--- config.mk ---
export PLATFORM = sky130hd
export DESIGN_NAME = rroc_cell
export DESIGN_NICKNAME = d
export VERILOG_FILES = /design/src/design/rroc_pkg.sv /design/src/design/rroc_cell.sv
export SDC_FILE = /design/constraint.sdc
export NUM_CORES = 1
export LEC_CHECK = 0
export BUFFER_PORTS_ARGS = -buffer_cell sky130_fd_sc_hd__buf_2
export CAP_MARGIN = 30
export CELL_PAD_IN_SITES_DETAIL_PLACEMENT = 1
export CELL_PAD_IN_SITES_GLOBAL_PLACEMENT = 1
export CORE_MARGIN = 5
export CORE_UTILIZATION = 25
export CTS_CLUSTER_SIZE = 16
export DETAILED_ROUTE_END_ITERATION = 12
export PLACE_DENSITY = 0.56
export SYNTH_ARGS = -nofsm -noshare
export SYNTH_HDL_FRONTEND = slang
export SYNTH_SLANG_ARGS = --single-unit
--- constraint.sdc ---
create_clock -name clk -period 12 [get_ports clk]
set_input_delay 3 -clock clk [delete_from_list [all_inputs] [get_ports clk]]
set_output_delay 3 -clock clk [all_outputs]
set_load 0.03 [all_outputs]
--- src/design/rroc_pkg.sv ---
package rroc_pkg;

  localparam int unsigned SCORE_W = 32;
  localparam int unsigned COUNT_W = 32;
  localparam int unsigned TOTAL_W = 64;

  typedef struct packed {
    logic                      is_spam;
    logic signed [SCORE_W-1:0] score;
    logic                      start_new;
  } in_t;

  typedef struct packed {
    logic [TOTAL_W-1:0] inversion_total;
    logic [COUNT_W-1:0] ham_total;
    logic [COUNT_W-1:0] spam_total;
    logic               store_full;
  } out_t;

  // Control bits that ride along with an item from cell to cell.
  typedef struct packed {
    logic vld;
    logic is_spam;
    logic start_new;
    logic placed;
  } ctl_t;

  function automatic logic [COUNT_W-1:0] sat_inc(input logic [COUNT_W-1:0] a);
    sat_inc = (&a) ? a : a + COUNT_W'(1);
  endfunction

endpackage

--- src/design/rroc_cell.sv ---
module rroc_cell #(
  parameter int unsigned KEY_BITS = 32,
  parameter int unsigned HIT_BITS = 9
) (
  input  logic                       clk,
  input  logic                       rst_n,
  input  logic                       en,
  input  rroc_pkg::ctl_t             ctl_in,
  input  logic signed [KEY_BITS-1:0] key_in,
  input  logic        [HIT_BITS-1:0] hits_in,
  output rroc_pkg::ctl_t             ctl_out,
  output logic signed [KEY_BITS-1:0] key_out,
  output logic        [HIT_BITS-1:0] hits_out,
  output logic                       used
);
  import rroc_pkg::*;

  logic                       used_r, used_nxt;
  logic                       cls_r;
  logic signed [KEY_BITS-1:0] key_r;
  ctl_t                       ctl_r, ctl_nxt;
  logic signed [KEY_BITS-1:0] pkey_r;
  logic        [HIT_BITS-1:0] hits_r, hits_nxt;
  logic                       live;
  logic                       hit;
  logic                       place;

  // A start_new item sees the cell as empty and leaves it empty unless it
  // settles here itself.
  always_comb begin
    live = used_r && !ctl_in.start_new;
    if (ctl_in.is_spam) begin
      hit = ctl_in.vld && live && !cls_r && (key_r > key_in);
    end else begin
      hit = ctl_in.vld && live && cls_r && (key_r <= key_in);
    end
    place    = ctl_in.vld && !live && !ctl_in.placed;
    used_nxt = ctl_in.vld ? (live || place) : used_r;
    ctl_nxt  = ctl_in;
    ctl_nxt.placed = ctl_in.placed || place;
    hits_nxt = hits_in + HIT_BITS'(hit);
  end

  always_ff @(posedge clk) begin
    if (!rst_n) begin
      used_r <= 1'b0;
      ctl_r  <= '0;
    end else if (en) begin
      used_r <= used_nxt;
      ctl_r  <= ctl_nxt;
    end
  end

  always_ff @(posedge clk) begin
    if (en) begin
      pkey_r <= key_in;
      hits_r <= hits_nxt;
      if (place) begin
        key_r <= key_in;
        cls_r <= ctl_in.is_spam;
      end
    end
  end

  assign ctl_out  = ctl_r;
  assign key_out  = pkey_r;
  assign hits_out = hits_r;
  assign used     = used_r;

endmodule

# Word-level counts from Yosys, hierarchy flattened
# Index checks and enable logic that the tools add are counted.
totals:
  ff_bits: 79
  input_bits: 48
  output_inout_bits: 46
classes:
  add_sub_neg: 1
  order_cmp: 2
  muxes: 1
  reduce_logical: 16
op_table:
  columns: ["op", "n"]
  rows:
  - ["greater-than comparator 32 bit", 1]
  - ["<= comparator 32 bit", 1]
  - ["adder 9 x 1 -> 9 bit", 1]
  - ["logical AND 1 bit", 8]
  - ["logical NOT 1 bit", 4]
  - ["AND reduction 2 bit", 2]
  - ["logical OR 1 bit", 2]
  - ["two-way mux 1 bit", 1]

# Longest topological paths before layout
logic_depth:
  depth_word: 7
  ltp_mapped: 12
  depth_no_buf: 12

# Worst setup path after synthesis
# No wires, ideal clock.
synth_timing:
  kind: "input to register"
  from: "input en"
  to: "register cls_r (enable)"
  arrival_time_ns: 5.607
  path_slack_ns: 5.929
  stages: 3
  path_cell_list: "clkbuf_1 > nand2_1 > nor3_1"
synth_via:
  elab_chain_cells: 1
synth_rtl:
  columns: ["element", "line_no", "source"]
  rows:
  - ["start: declaration", "rroc_cell.sv:7", "input logic en,"]
  - ["AND reduction 2 bit (no source line)", null, null]
  - ["end signal: assignment", "rroc_cell.sv:60", "cls_r <= ctl_in.is_spam;"]
  - ["end: declaration", "rroc_cell.sv:19", "logic cls_r;"]
# No other way between the ends.
# A chain may end at the register's enable or synchronous reset.

# Worst setup path after layout
layout_timing:
  from: "input key_in[23]"
  to: "register hits_r[8] (netlist: hits_out[8]) (data pin)"
layout_via:
  elab_chain_cells: 4
  elab_cells_between_ends: 6
layout_rtl:
  columns: ["element", "line_no", "source"]
  rows:
  - ["start: declaration", "rroc_cell.sv:9", "input logic signed [KEY_BITS-1:0] key_in,"]
  - ["<= comparator 32 bit / greater-than comparator 32 bit (equally long branches)", "rroc_cell.sv:35, rroc_cell.sv:33", null]
  - ["logical AND 1 bit (on tied branches)", "rroc_cell.sv:35, rroc_cell.sv:33", null]
  - ["two-way mux 1 bit *", "rroc_cell.sv:32", "if (ctl_in.is_spam) begin"]
  - ["adder 9 x 1 -> 9 bit *", "rroc_cell.sv:41", "hits_nxt = hits_in + HIT_BITS'(hit);"]
  - ["via hits_nxt[8]", "rroc_cell.sv:23", "logic [HIT_BITS-1:0] hits_r, hits_nxt;"]
  - ["end signal: assignment", "rroc_cell.sv:57", "hits_r <= hits_nxt;"]
  - ["end: declaration", "rroc_cell.sv:23", null]
# The timed path passes the listed nets; every way through them passes the cells marked *.

==> summary.md <==
| Metric | Value |
|---|---|
| FF+latch count, synth | 79 |
| Mux share of post-synthesis cell area | 0.577% |
| Pwr/cell area | 152 nW/um^2 |
| RSZ-0062 raised after global routing | false |
| Kind of critical path | in2reg |
| Post-synthesis async set-or-reset flop share | 0% |
| Fin crit share | 45.8% |
| Routed vias/inst | 4.26 |
| Drt initial violations | 131 |
| Worst R2R Path Depth | 10 |
| Worst r2r dst | hits_out[8]$_DFFE_PP_ |
| Max transition margin | 58.7% |
| Cell count along the critical path | 12 |
| Setup TNS Final | 0 ns |
| Row count | 43 |
| CP Max Fanout | 4 |
| Starting Density | 25.2% |
| Largest net degree at the start of global routing | 48 |
| Setup Skew | 0.00432 ns |
| Clk sinks | 79 |
| Share of cells above drive strength 1 | 30.3% |
| Global-route wire length before repair | 12.4 mm |
| Commonest non-fill, non-tap cells in the layout | 93 x buf_2, 74 x edfxtp_1, 34 x inv_1, 34 x ha_1, 18 x a21oi_1 |
| Die Span X | 128 um |
| Crit-path cells | buf_2 -> inv_1 -> ha_1 -> nand4_1 -> or4_1 -> a41o_1 -> a31o_1 -> nand4_1 -> ha_1 -> ha_1 -> nand4_1 -> xnor2_1 |
| Post-CTS sizing | 0 |
| Slowest-stage cell, CP | or4_1 |
| Post-DR wirelength/cell | 14.5 um |
| Nets@finish | 435 |
| Max VDD drop | 0.0618 mV |
| Count of final hold-check violations | 0 |
| Ys flop type | edfxtp_1 |
| Crit path max-delay family | simple AND/OR/NAND/NOR gates |
| H-tree Lvls | 3 |
| Critical Path End | hits_out[8]$_DFFE_PP_ |
| Endpoints failing setup | 0 |
| Fin area | 4480 um^2 |
| Xor/xnor share of the synthesized area | 1.77% |
| WP data arrival | 5.59 ns |
| DRT Pass-1 Iters | 4 |
| Slowest stage delay, CP | 0.62 ns |
| Number of port buffers | 93 |
| Worst-skew pair later-pin latency | 0.33 ns |
| CTS root buffer | clkbuf_16 |
| Core Region | 13800 um^2 |
| CTS tree | built |
| Critical R2R Launch | key_r[23]$_DFFE_PP_ |
| Longest Clk Path Bufs | 2 |
| Post-CTS setup buffer count | 0 |
| Worst Tran Pin Value | 0.620 ns |
| Status | finished clean |
| Adder-Cell Fraction of Synth Area | 12.3% |
| Via count | 2288 |
| RD Place Congestion | 0.717 |
| Syn Inst Count | 248 |
| Largest family of logic cells by synthesized area | adder cells |
| N_diodes | 0 |
| Startpoint types | input port |
| Synthesized Nets | 330 |
| Vias in the first global route | 2491 |
| Simple-Gate Fraction of Synth Area | 9.01% |
| Fin crit period | 5.50 ns |
| Post-DP Area | 4180 um^2 |
| Max_cap viols | 0 |
| Hold_sp | ctl_out[3]$_SDFFE_PN0P_ |
| P_leak | 1.89 nW |
| Dpl hpwl | 5.94 mm |
| Grt ovf | 0 |
| Total global-route track usage | 9.86% |
| Critical path endpoint category | register |
| Post-synthesis compound-gate area fraction | 5.70% |
| Syn Area/Cell | 14.0 um^2 |
| Post-CTS Hold Fix Bufs | 0 |
| Post-route ant nets | 0 |
| Die area | 16300 um^2 |
| Post-synth cell types | 32 |
| Sequential share of the synthesized area | 66.9% |
| Post-synth EDFFs | 74 |
| Reg2reg setup slack | 8.93 ns |
| Worst-path clk slew | 0.06 ns |
| CP startpoint | key_in[23] |
| Initial antenna violation count | 0 |
| Mapped cell area | 3470 um^2 |
| Num CTS Buffers | 9 |
| Drt total wl | 7.80 mm |
| Residual DRC count | 0 |
| Worst path buffer plus inverter count | 2 |
| Fmax | 182 MHz |
| Most common cell after layout, fill and taps aside | buf_2 |
| IO Count | 94 |
| Die Height | 128 um |
| HP Class | reg2reg |
| Syn. warnings | 0 |
| Synthesis-to-finish area growth | 29.1% |
| Critical Path RT | 12.09 ns |
| Max Slew Vio Count | 0 |
power breakdown:
group / switching (mW) / leakage [nW] / internal [mW] / total [mW]
logic: 0.0528 / 1.00 / 0.0246 / 0.0774
clock network: 0.103 / 0.148 / 0.178 / 0.282
registers: 0.00384 / 0.745 / 0.318 / 0.322
total: 0.160 / 1.89 / 0.521 / 0.681
worst min-delay path by stage:
stage	endpoint	slack [ns]	cells after the start
after detailed placement	ctl_out[3]$_SDFFE_PN0P_	0.49	2
after global placement	ctl_out[3]$_SDFFE_PN0P_	0.47	2
after floorplan	ctl_out[3]$_SDFFE_PN0P_	0.60	2
after global routing	ctl_out[3]$_SDFFE_PN0P_	0.53	2
after CTS	ctl_out[3]$_SDFFE_PN0P_	0.51	2
final	ctl_out[3]$_SDFFE_PN0P_	0.50	2
layer usage:
metal  global-route usage [%]  wire length (um)
met3                     3.25               452
met4                     4.49               161
met2                     16.2              3720
met5                        0                 0
met1                     11.7              3470
cells in the mapped netlist (2+ instances only):
cell       n  area share [%]
edfxtp_1  74              64
ha_1      34              12
inv_1     34             3.7
a21oi_1   18             2.6
nand4_1   15             2.7
nand2_1   14             1.5
nor2b_1    6             1.1
o21ai_0    6            0.87
xnor2_1    6             1.5
dfxtp_1    5             2.9
nor2_1     5            0.54
and2_1     3            0.54
nand3_1    3            0.43
a21o_1     2            0.43
mux2i_1    2            0.58
nand2b_1   2            0.36
nand4b_1   2            0.50
nor4_1     2            0.36
o211ai_1   2            0.43
final cells by class:
type	count	area, um^2
fillers	1545	9290
flip-flops and latches	79	2320
multi-input cells	134	1020
repair buffers	95	480
clock buffers	9	225
well taps	180	225
inverters	34	128
clock inverters	6	76.3
worst min-delay path: cells and delay by family (launching register included):
kind,cells,cell delay [ns]
AND/OR/NAND/NOR,1,0.06
flip-flops,1,0.31
AO/OA/AOI/OAI,1,0.08
flip-flops by register name (all words and copies together), names as in the netlist:
| register | flops |
|---|---|
| hits_out | 9 |
| used | 1 |
| cls_r | 1 |
| ctl_out | 4 |
| key_r | 32 |
| key_out | 32 |
cells by family (layout without fill, tap and decap cells):
logic type               count (synthesis)  count (layout)
flip-flops                              79              79
AND/OR/NAND/NOR                         57              57
buffers and inverters                   35             144
adder cells (fa/ha/maj)                 34              34
AO/OA/AOI/OAI                           34              34
XOR/XNOR                                 7               7
multiplexers                             2               2
metrics by stage:
stage	instances	total power [mW]	setup slack [ns]	hold WS, ns	util [%]
5_1_grt	537	0.712	6.31	0.531	32.5
2_1_floorplan	248	0.374	5.93	0.603	-
3_5_place_dp	522	0.408	6.08	0.492	30.3
4_1_cts	537	0.695	6.45	0.507	32.5
6_report	537	0.681	6.50	0.497	32.5
3_3_place_gp	522	0.406	6.19	0.472	30.3
Power figures use the tool's default switching activity.
