**config.mk**
```make
export PLATFORM = sky130hd
export DESIGN_NAME = rroc_acc
export DESIGN_NICKNAME = d
export VERILOG_FILES = /design/src/design/rroc_pkg.sv /design/src/design/rroc_acc.sv
export SDC_FILE = /design/constraint.sdc
export NUM_CORES = 1
export LEC_CHECK = 0
export ABC_AREA = 1
export BUFFER_PORTS_ARGS = -buffer_cell sky130_fd_sc_hd__buf_2
export CAP_MARGIN = 20
export CELL_PAD_IN_SITES_DETAIL_PLACEMENT = 0
export CELL_PAD_IN_SITES_GLOBAL_PLACEMENT = 2
export CORE_MARGIN = 5
export CORE_UTILIZATION = 34
export CTS_BUF_LIST = sky130_fd_sc_hd__clkbuf_4 sky130_fd_sc_hd__clkbuf_8
export DETAILED_ROUTE_END_ITERATION = 6
export GPL_TIMING_DRIVEN = 0
export PLACE_DENSITY = 0.85
export SYNTH_ARGS = -nofsm -noshare
export SYNTH_HDL_FRONTEND = slang
export SYNTH_SLANG_ARGS = --single-unit
```
**constraint.sdc**
```tcl
create_clock -name clk -period 6.16 [get_ports clk]
set_input_delay 0.924 -clock clk [delete_from_list [all_inputs] [get_ports clk]]
set_output_delay 0.924 -clock clk [all_outputs]
set_load 0.03 [all_outputs]
```
**src/design/rroc_pkg.sv**
```systemverilog
package rroc_pkg;

  localparam int unsigned SCORE_W = 32;
  localparam int unsigned COUNT_W = 32;
  localparam int unsigned TOTAL_W = 64;

  typedef struct packed {
    logic                      is_spam;
    logic signed [SCORE_W-1:0] score;
    logic                      start_new;
  } in_t;

  typedef struct packed {
    logic [TOTAL_W-1:0] inversion_total;
    logic [COUNT_W-1:0] ham_total;
    logic [COUNT_W-1:0] spam_total;
    logic               store_full;
  } out_t;

  // Control bits that ride along with an item from cell to cell.
  typedef struct packed {
    logic vld;
    logic is_spam;
    logic start_new;
    logic placed;
  } ctl_t;

  function automatic logic [COUNT_W-1:0] sat_inc(input logic [COUNT_W-1:0] a);
    sat_inc = (&a) ? a : a + COUNT_W'(1);
  endfunction

endpackage

```
**src/design/rroc_acc.sv**
```systemverilog
module rroc_acc #(
  parameter int unsigned HIT_BITS = 9
) (
  input  logic                rst_n,
  input  logic                clk,
  input  logic                en,
  input  rroc_pkg::ctl_t      ctl_in,
  input  logic [HIT_BITS-1:0] hits_in,
  output logic                out_vld,
  output rroc_pkg::out_t      out_item
);
  import rroc_pkg::*;

  logic [TOTAL_W-1:0] inv_r, inv_nxt;
  logic [COUNT_W-1:0] ham_r, ham_nxt;
  logic [COUNT_W-1:0] spam_r, spam_nxt;
  logic               out_vld_r;
  out_t               out_item_r;
  logic [TOTAL_W:0]   sum;
  logic [TOTAL_W-1:0] inv_base;
  logic [COUNT_W-1:0] ham_base;
  logic [COUNT_W-1:0] spam_base;

  always_comb begin
    inv_base  = ctl_in.start_new ? '0 : inv_r;
    ham_base  = ctl_in.start_new ? '0 : ham_r;
    spam_base = ctl_in.start_new ? '0 : spam_r;
    sum       = {1'b0, inv_base} + {{(TOTAL_W + 1 - HIT_BITS){1'b0}}, hits_in};
    inv_nxt   = sum[TOTAL_W] ? '1 : sum[TOTAL_W-1:0];
    ham_nxt   = ctl_in.is_spam ? ham_base : sat_inc(ham_base);
    spam_nxt  = ctl_in.is_spam ? sat_inc(spam_base) : spam_base;
  end

  always_ff @(posedge clk) begin
    if (!rst_n) begin
      inv_r     <= '0;
      ham_r     <= '0;
      spam_r    <= '0;
      out_vld_r <= 1'b0;
    end else if (en) begin
      out_vld_r <= ctl_in.vld;
      if (ctl_in.vld) begin
        inv_r  <= inv_nxt;
        ham_r  <= ham_nxt;
        spam_r <= spam_nxt;
      end
    end
  end

  always_ff @(posedge clk) begin
    if (en && ctl_in.vld) begin
      out_item_r.inversion_total <= inv_nxt;
      out_item_r.ham_total       <= ham_nxt;
      out_item_r.spam_total      <= spam_nxt;
      out_item_r.store_full      <= !ctl_in.placed;
    end
  end

  assign out_vld  = out_vld_r;
  assign out_item = out_item_r;

endmodule
```
== After elaboration in Yosys (flattened, before gate mapping) ==
Cells that the tools add are included.
Widths: inputs -> output; s select.

* Logic and storage cells: 24
* Input bits: 16
* Output and inout port bits: 130
* Register bits: 258

* Reduce and logical (&&, ||, !) cells: 5
* Multiplexer cells: 8
* Add/subtract/negate cells: 3

{| class="wikitable"
|+ Operator list
! operator !! number
|-
| $mux 32 || 6
|-
| $mux 64 || 2
|-
| $add 64x9->65 || 1
|-
| $add 32x1->32 const B || 2
|-
| $reduce_and 32->1 || 2
|-
| $reduce_and 2->1 || 1
|-
| $logic_and 1x1->1 || 1
|-
| $logic_not 1->1 || 1
|}

== Depth between registers and ports, before layout ==
Gate-level depths: netlist of the first run.

* Word-level depth: 4
* Mapped depth: 21
* Depth with buffers taken out: 17

== Least setup slack after synthesis of the first run ==
No wires, ideal clock.

* Path type: input to register
* From: input en
* To: register out_item_r (netlist bit out_item[0]), enable pin
* Arrival time: 4.860 ns
* Setup time: 0.544 ns
* Path buffers: 1
* Path slack: 0.757 ns
* Stages: 3
* Data required time: 5.616 ns
* Path through: nand2_1 -> inv_2 -> clkbuf_1

* Longest elaborated chain between the ends: 1

{| class="wikitable"
|+ Ends and longest elaborated chain
! element !! line !! RTL
|-
| start: declaration || rroc_acc.sv:6 || <nowiki>input logic en,</nowiki>
|-
| $logic_and 1x1->1 || rroc_acc.sv:51 || <nowiki>if (en && ctl_in.vld) begin</nowiki>
|-
| end: declaration || rroc_acc.sv:18 || <nowiki>out_t out_item_r;</nowiki>
|}

No other way between the ends.
A chain may end at the register's enable or synchronous reset.

== Worst setup path in the final report of the first run ==
* From: input ctl_in[1] (netlist bit)
* To: register out_item_r (netlist bit out_item[113]), data pin

* Longest elaborated chain between the ends: 3

{| class="wikitable"
|+ Ends and longest elaborated chain
! element !! line !! RTL
|-
| start: declaration || rroc_acc.sv:7 || <nowiki>input rroc_pkg::ctl_t ctl_in,</nowiki>
|-
| $mux 64 || rroc_acc.sv:25 || <nowiki>inv_base = ctl_in.start_new ? '0 : inv_r;</nowiki>
|-
| $add 64x9->65 || rroc_acc.sv:28 || <nowiki>sum = {1'b0, inv_base} + {{(TOTAL_W + 1 - HIT_BITS){1'b0}}, hits_in};</nowiki>
|-
| $mux 64 || rroc_acc.sv:29 || <nowiki>inv_nxt = sum[TOTAL_W] ? '1 : sum[TOTAL_W-1:0];</nowiki>
|-
| net inv_nxt[48] || rroc_acc.sv:14 || <nowiki>logic [TOTAL_W-1:0] inv_r, inv_nxt;</nowiki>
|}

The timed path passes the listed nets, and every way through them passes these cells.

==> results of run 1 <==
-- path summary, 6_finish.rpt --
| path | cells after the start | endpoint | slack [ns] |
|---|---|---|---|
| worst max-delay path | 18 | out_item[113] | 1.02 |
| worst min-delay path | 2 | out_vld | 0.49 |
| worst max register to register | 14 | out_item[113] | 3.08 |
| worst min register to register | 2 | out_vld | 0.49 |
-- sequential cells by signal, indices dropped and copies added, names as in the netlist --
name / cells
out_item: 129
inv_r: 64
ham_r: 32
spam_r: 32
out_vld: 1
-- synth_stat cells, types with 2 or more instances --
cell / n / area (µm²)
a21oi_1: 102 / 510
buf_1: 14 / 52.6
buf_2: 10 / 50.1
buf_6: 18 / 203
buf_8: 3 / 45.0
clkbuf_1: 39 / 146
dfxtp_1: 129 / 2580
edfxtp_1: 129 / 3870
ha_1: 11 / 138
inv_1: 371 / 1390
inv_2: 5 / 18.8
nand2_1: 779 / 2920
nand2_2: 7 / 43.8
nand3_1: 217 / 1090
nand3_2: 41 / 410
nand4_1: 18 / 113
nor2_1: 430 / 1610
nor2_2: 25 / 156
nor2_4: 5 / 56.3
o21ai_0: 75 / 375
o21ai_1: 34 / 170
o21bai_1: 4 / 30.0
or2_2: 2 / 12.5
xnor2_1: 3 / 26.3
xor2_1: 24 / 210
-- power groups by stage --
stage | logic, W | registers [W] | clock network (W)
floorplan | 0.000301 | 0.00205 | 0
global placement | 0.000556 | 0.00199 | 0
detailed placement | 0.000564 | 0.00198 | 0
CTS | 0.000566 | 0.00195 | 0.00189
global route | 0.000622 | 0.00196 | 0.00197
finish | 0.000565 | 0.00195 | 0.00184
-- metrics by stage --
| stage | power (W) | hold WS (ns) |
|---|---|---|
| floorplan | 0.00235 | 0.494 |
| global placement | 0.00255 | 0.485 |
| detailed placement | 0.00255 | 0.486 |
| CTS | 0.00441 | 0.487 |
| global route | 0.00454 | 0.516 |
| finish | 0.00435 | 0.487 |
-- final cells by class --
type	instances	area, µm²
diodes	1	2.50
multi-input cells	1786	7980
well taps	615	769
fillers	5169	28700
plain buffers	84	500
clock inverters	22	231
repair buffers	145	763
inverters	378	1420
clock buffers	63	792
flip-flops and latches	258	6460
-- cell families after synthesis --
family	count (synthesis)	share of synthesized area, %
AND/OR/NAND/NOR	1530	39.7
adder cells (fa/ha/maj)	12	0.964
XOR/XNOR	27	1.45
flip-flops	258	39.5
AO/OA/AOI/OAI	217	6.75
buffers and inverters	462	11.7
-- worst min-delay path, stage by stage, from the launching register on --
cell and delay (ns):
dfxtp_1 0.31, nand2_1 0.07, a21oi_1 0.06
-- routing by layer --
layer | vias up | part of all wire [%]
met5 | - | 0
met4 | 0 | 3.1
met3 | 113 | 6.7
met2 | 552 | 44
met1 | 7660 | 46
li1 | 8218 | -
==> impl_results.md, run 1 <==
* Final Setup Violations at 0
* Combinational share of power at 13.0%
* Reg power frac at 44.8%
* M2 GR Usage at 37.3%
* Sink Count at 258
* Post-synth cell types at 36
* Drt wl/cell at 19.1 µm
* Worst setup startpoint: ctl_in[1]
* Worst r2r src: inv_r[0]
* Power Internal at 0.00309 W
* Post-synth EDFFs at 129
* H-tree Lvls at 2
* GR Util All Layers at 23.8%
* DRC errors left at 0
* Post-DR vias/cell at 4.94
* Global route hottest layer: met2
* Initial antenna violation count at 1
* Sw Share at 29.0%
* Crit path max fanout at 10
* CTS root buffer: clkbuf_8
* Post-CTS Setup Bufs at 0
* Setup slack at placement at 0.445 ns
* Post-Syn Instances at 2506
* Post-Place Cells at 3266
* Largest net degree at the start of global routing at 72
* Total CTS buffers at 46
* Crit path arrival time at 5.51 ns
* Period utilization at 83.4%
* Net load switching power at 0.00126 W
* Fin area at 18900 µm²
* Placed cell area at 17900 µm²
* Post-route ant nets at 0
* Final WL at 64100 µm
* CP Class: input port to register
* Top FF cell, synth: edfxtp_1
* GRT met3 Usage at 3.90%
* Nets at 2727
* Port Buf Inserts at 143
* Synth Net Count at 2534
* DR pass1 iterations at 7
* Global-route met1 utilization at 33.8%
* Num rows at 80
* RSZ-0062 raised after global routing: no
* Hold path start: out_vld
* Leak at 8.76 nW
* Synth Cell Area at 16400 µm²
* Post-CTS Hold Fix Bufs at 0
* Die ar. at 52600 µm²
* Worst EP required at 6.53 ns
* Gpl congestion at 0.937
* CTS tree: built
* Slew HR at 41.0%
* Clock Skews at 0.0207 ns
* Global-route wire length before repair at 96500 µm
* CP startpoint kind: input port
* Cell Pwr Density at 230 nW/µm²
* Sequential-to-total area share from yosys stat at 39.5%
* Clk pwr share at 42.2%
* GRT overflow at 0
* VDD IR max at 0.148 mV
* Die Height at 229 µm
* Post-Synthesis Mean Instance Area at 6.53 µm²
* Final hold violations at 0
* Slowest CP cell: buf_1
* Achievable Freq at 195 MHz
* Initial drt markers at 1363
* Worst slew pin tran at 0.884 ns
* Clk_lat worst skew at 0.64 ns
* Slowest cell delay on critical path at 0.67 ns
* Max cap viols at 0
* Final Worst Setup Slack at 1.02 ns
* Most common cell after layout, fill and taps aside: nand2_1
* Post-Layout Cell Count at 3352
* Yosys reg bits at 258
* Most frequent cells in the layout: 779 x nand2_1, 430 x nor2_1, 371 x inv_1
* Post-layout minimum cycle time at 5.14 ns
* Setup crit end kind: register
* IO Pins at 146
* Async SR Flop Fraction at 0%
* DR vias at 16.5k
* Status: finished, final reports clean
* Final Max Slew Viols at 0
* Starting Density at 34.3%
* Warnings from Yosys at 0
* Cells along the critical path: buf_6 > buf_6 > buf_2 > buf_2 > buf_1 > nor2_1 > ha_1 > fa_1 > nand3_1 > nand3_1 > nand2_1 > nand2_1 > nand2_1 > nand2_2 > nand3_1 > inv_1 > o21ai_0 > inv_1
* Share of layout cells above drive strength 1 at 12.6%
* Clk slew on worst S/H paths at 0.07 ns
* Setup TNS at 0 ns
* PostCTS Resize Cnt at 0
* CP delay by family, top: buffers and inverters
* WP buf/inv at 7
* Layout Utilization at 39.7%
* Vias in the first global route at 15.7k
* Min-Delay Path Class: register to register
* CTS max path bufs at 3
* Core box area at 47600 µm²
* Die X at 229 µm
* Synthesis-to-layout area growth at 15.7%
* Hpwl dp at 48800 µm
Note: power is estimated with default switching activity, not from simulation.
==> run 2, diff against run 1 <==
--- a/config.mk
+++ b/config.mk
@@ -11,11 +11,11 @@
 export CELL_PAD_IN_SITES_DETAIL_PLACEMENT = 0
 export CELL_PAD_IN_SITES_GLOBAL_PLACEMENT = 2
 export CORE_MARGIN = 5
-export CORE_UTILIZATION = 34
+export CORE_UTILIZATION = 31
 export CTS_BUF_LIST = sky130_fd_sc_hd__clkbuf_4 sky130_fd_sc_hd__clkbuf_8
 export DETAILED_ROUTE_END_ITERATION = 6
 export GPL_TIMING_DRIVEN = 0
-export PLACE_DENSITY = 0.85
+export PLACE_DENSITY = 0.82
 export SYNTH_ARGS = -nofsm -noshare
 export SYNTH_HDL_FRONTEND = slang
 export SYNTH_SLANG_ARGS = --single-unit
==> constraint.sdc (replaced) <==
create_clock -name clk -period 4.65 [get_ports clk]
set_input_delay 0.6975 -clock clk [delete_from_list [all_inputs] [get_ports clk]]
set_output_delay 0.6975 -clock clk [all_outputs]
set_load 0.03 [all_outputs]
==> run 2 against run 1 <==
Worst setup slack got worse by 0.78 ns. Critical path depth decreased by 1. Largest cell class unchanged. Design area increased by 0.89%. Total power increased by 37%. Global-route usage decreased by 1.5 points. Clock-buffer cell count increased by 5. Cell count increased by 2.3%.
==> impl_results.md, run 2 (synthesized netlist as in run 1, its figures left out) <==
* Hpwl dp at 49800 µm
* Largest net degree at the start of global routing at 96
* CP startpoint kind: input port
* Post-Route M1 WL at 31000 µm
* R2r setup slk at 1.54 ns
* Leak at 8.81 nW
* Post-route ant nets at 0
* DR pass1 iterations at 6
* Starting Density at 31.2%
* Crit path arrival time at 4.78 ns
* Gpl congestion at 0.954
* Final Setup Violations at 0
* Max reg flops at 129
* Most common cell after layout, fill and taps aside: nand2_1
* Nets at 2727
* Post-CTS Setup Bufs at 0
* CTS max path bufs at 3
* Top layer in use: met4
* Clk slew on worst S/H paths at 0.06 ns
* Total CTS buffers at 48
* Cell Pwr Density at 311 nW/µm²
* DR vias at 16.6k
* Initial drt markers at 1326
* GRT overflow at 0
* Core box area at 52400 µm²
* Sink Count at 258
* Post-layout minimum cycle time at 4.41 ns
* DRC errors left at 0
* Setup TNS at 0 ns
* CTS root buffer: clkbuf_8
* Post-DR vias/cell at 4.85
* Worst EP required at 5.02 ns
* Slowest cell delay on critical path at 0.67 ns
* CTS tree: built
* Port Buf Inserts at 143
* RSZ-0062 raised after global routing: no
* CP delay by family, top: buffers and inverters
* Num rows at 84
* Slowest CP cell: buf_2
* Die X at 240 µm
* Worst r2r src: inv_r[0]
* Setup slack at placement at -0.876 ns
* Slew HR at 39.4%
* Met3 routed WL at 3690 µm
* Drt wl/cell at 19.2 µm
* Achievable Freq at 227 MHz
* Clock Skews at 0.0239 ns
* Final WL at 65700 µm
* Most frequent cells in the layout: 779 x nand2_1, 430 x nor2_1, 371 x inv_1
* IO Pins at 146
* Vias in the first global route at 15.7k
* Post-CTS Hold Fix Bufs at 0
* Worst setup startpoint: ctl_in[1]
* Final Max Slew Viols at 0
* Final hold violations at 0
* Status: finished, final reports clean
* Synthesis-to-layout area growth at 16.7%
* CP Class: input port to register
* Max cap viols at 0
* PostCTS Resize Cnt at 0
* Min-Delay Path Class: input port to register
* Die Height at 240 µm
* WP buf/inv at 6
* Clk_lat worst skew at 0.64 ns
* GR Util All Layers at 22.3%
* VDD IR max at 0.152 mV
* Hold path start: ctl_in[0]
* Worst slew pin tran at 0.909 ns
* Initial antenna violation count at 1
* Global-route wire length before repair at 97400 µm
* Period utilization at 94.9%
* Final Worst Setup Slack at 0.238 ns
* Cells along the critical path: buf_6 > buf_6 > buf_2 > buf_2 > nor2_1 > ha_1 > fa_1 > nand3_1 > nand3_1 > nand2_1 > nand2_1 > nand2_1 > nand2_2 > nand3_1 > inv_1 > o21ai_0 > inv_1
* Die ar. at 57500 µm²
* Setup crit end kind: register
* Share of layout cells above drive strength 1 at 12.9%
* Metal2 WL at 29600 µm
* H-tree Lvls at 2
* Crit path max fanout at 19
[run 2: cell count changes in the layout (fill, tap and decap cells not counted)]
cell	delta
clkinvlp_4	-2
buf_12	-1
clkinv_1	-4
clkbuf_8	+5
bufinv_16	+1
buf_1	-1
clkinv_2	+3
clkinv_4	+1
inv_6	+1
[run 2: routing by layer]
layer  track usage (%)  vias to the layer above
li1                  -                     8208
met1              31.6                     7826
met2              35.9                      489
met3              3.55                      101
met4              5.08                        0
met5                 0                        -
[run 2: stage by stage]
step | total power (W) | cell area [µm²] | instances | utilization (%) | hold WS [ns]
after floorplan | 0.00311 | 16400 | 2506 | - | 0.494
after global placement | 0.00337 | 17900 | 3337 | 34.2 | 0.497
after detailed placement | 0.00338 | 18000 | 3338 | 34.3 | 0.498
after CTS | 0.00603 | 19100 | 3427 | 36.4 | 0.261
after global routing | 0.00621 | 19100 | 3428 | 36.4 | 0.302
final | 0.00594 | 19100 | 3428 | 36.4 | 0.305
[run 2: power by group]
| group | internal (W) | switching [W] |
|---|---|---|
| Sequential | 0.00252 | 0.0000668 |
| Combinational | 0.000195 | 0.000556 |
| Clock | 0.00153 | 0.00108 |
| Total | 0.00424 | 0.00171 |
[run 2: layout make-up]
class                      count  area (µm²)
inverter                     378        1420
clock inverter                22         264
sequential                   258        6460
clock buffer                  68         855
buffer                        83         503
multi-input combinational   1786        7980
fill                        5730       33400
tap                          688         861
timing repair buffer         144         743
antenna                        1        2.50
[run 2: path summary, 6_finish.rpt]
| path | cells after the start | endpoint |
|---|---|---|
| min | 2 | out_item[0] |
| max reg2reg | 14 | out_item[113] |
| max | 17 | out_item[113] |
| min reg2reg | 2 | out_vld |
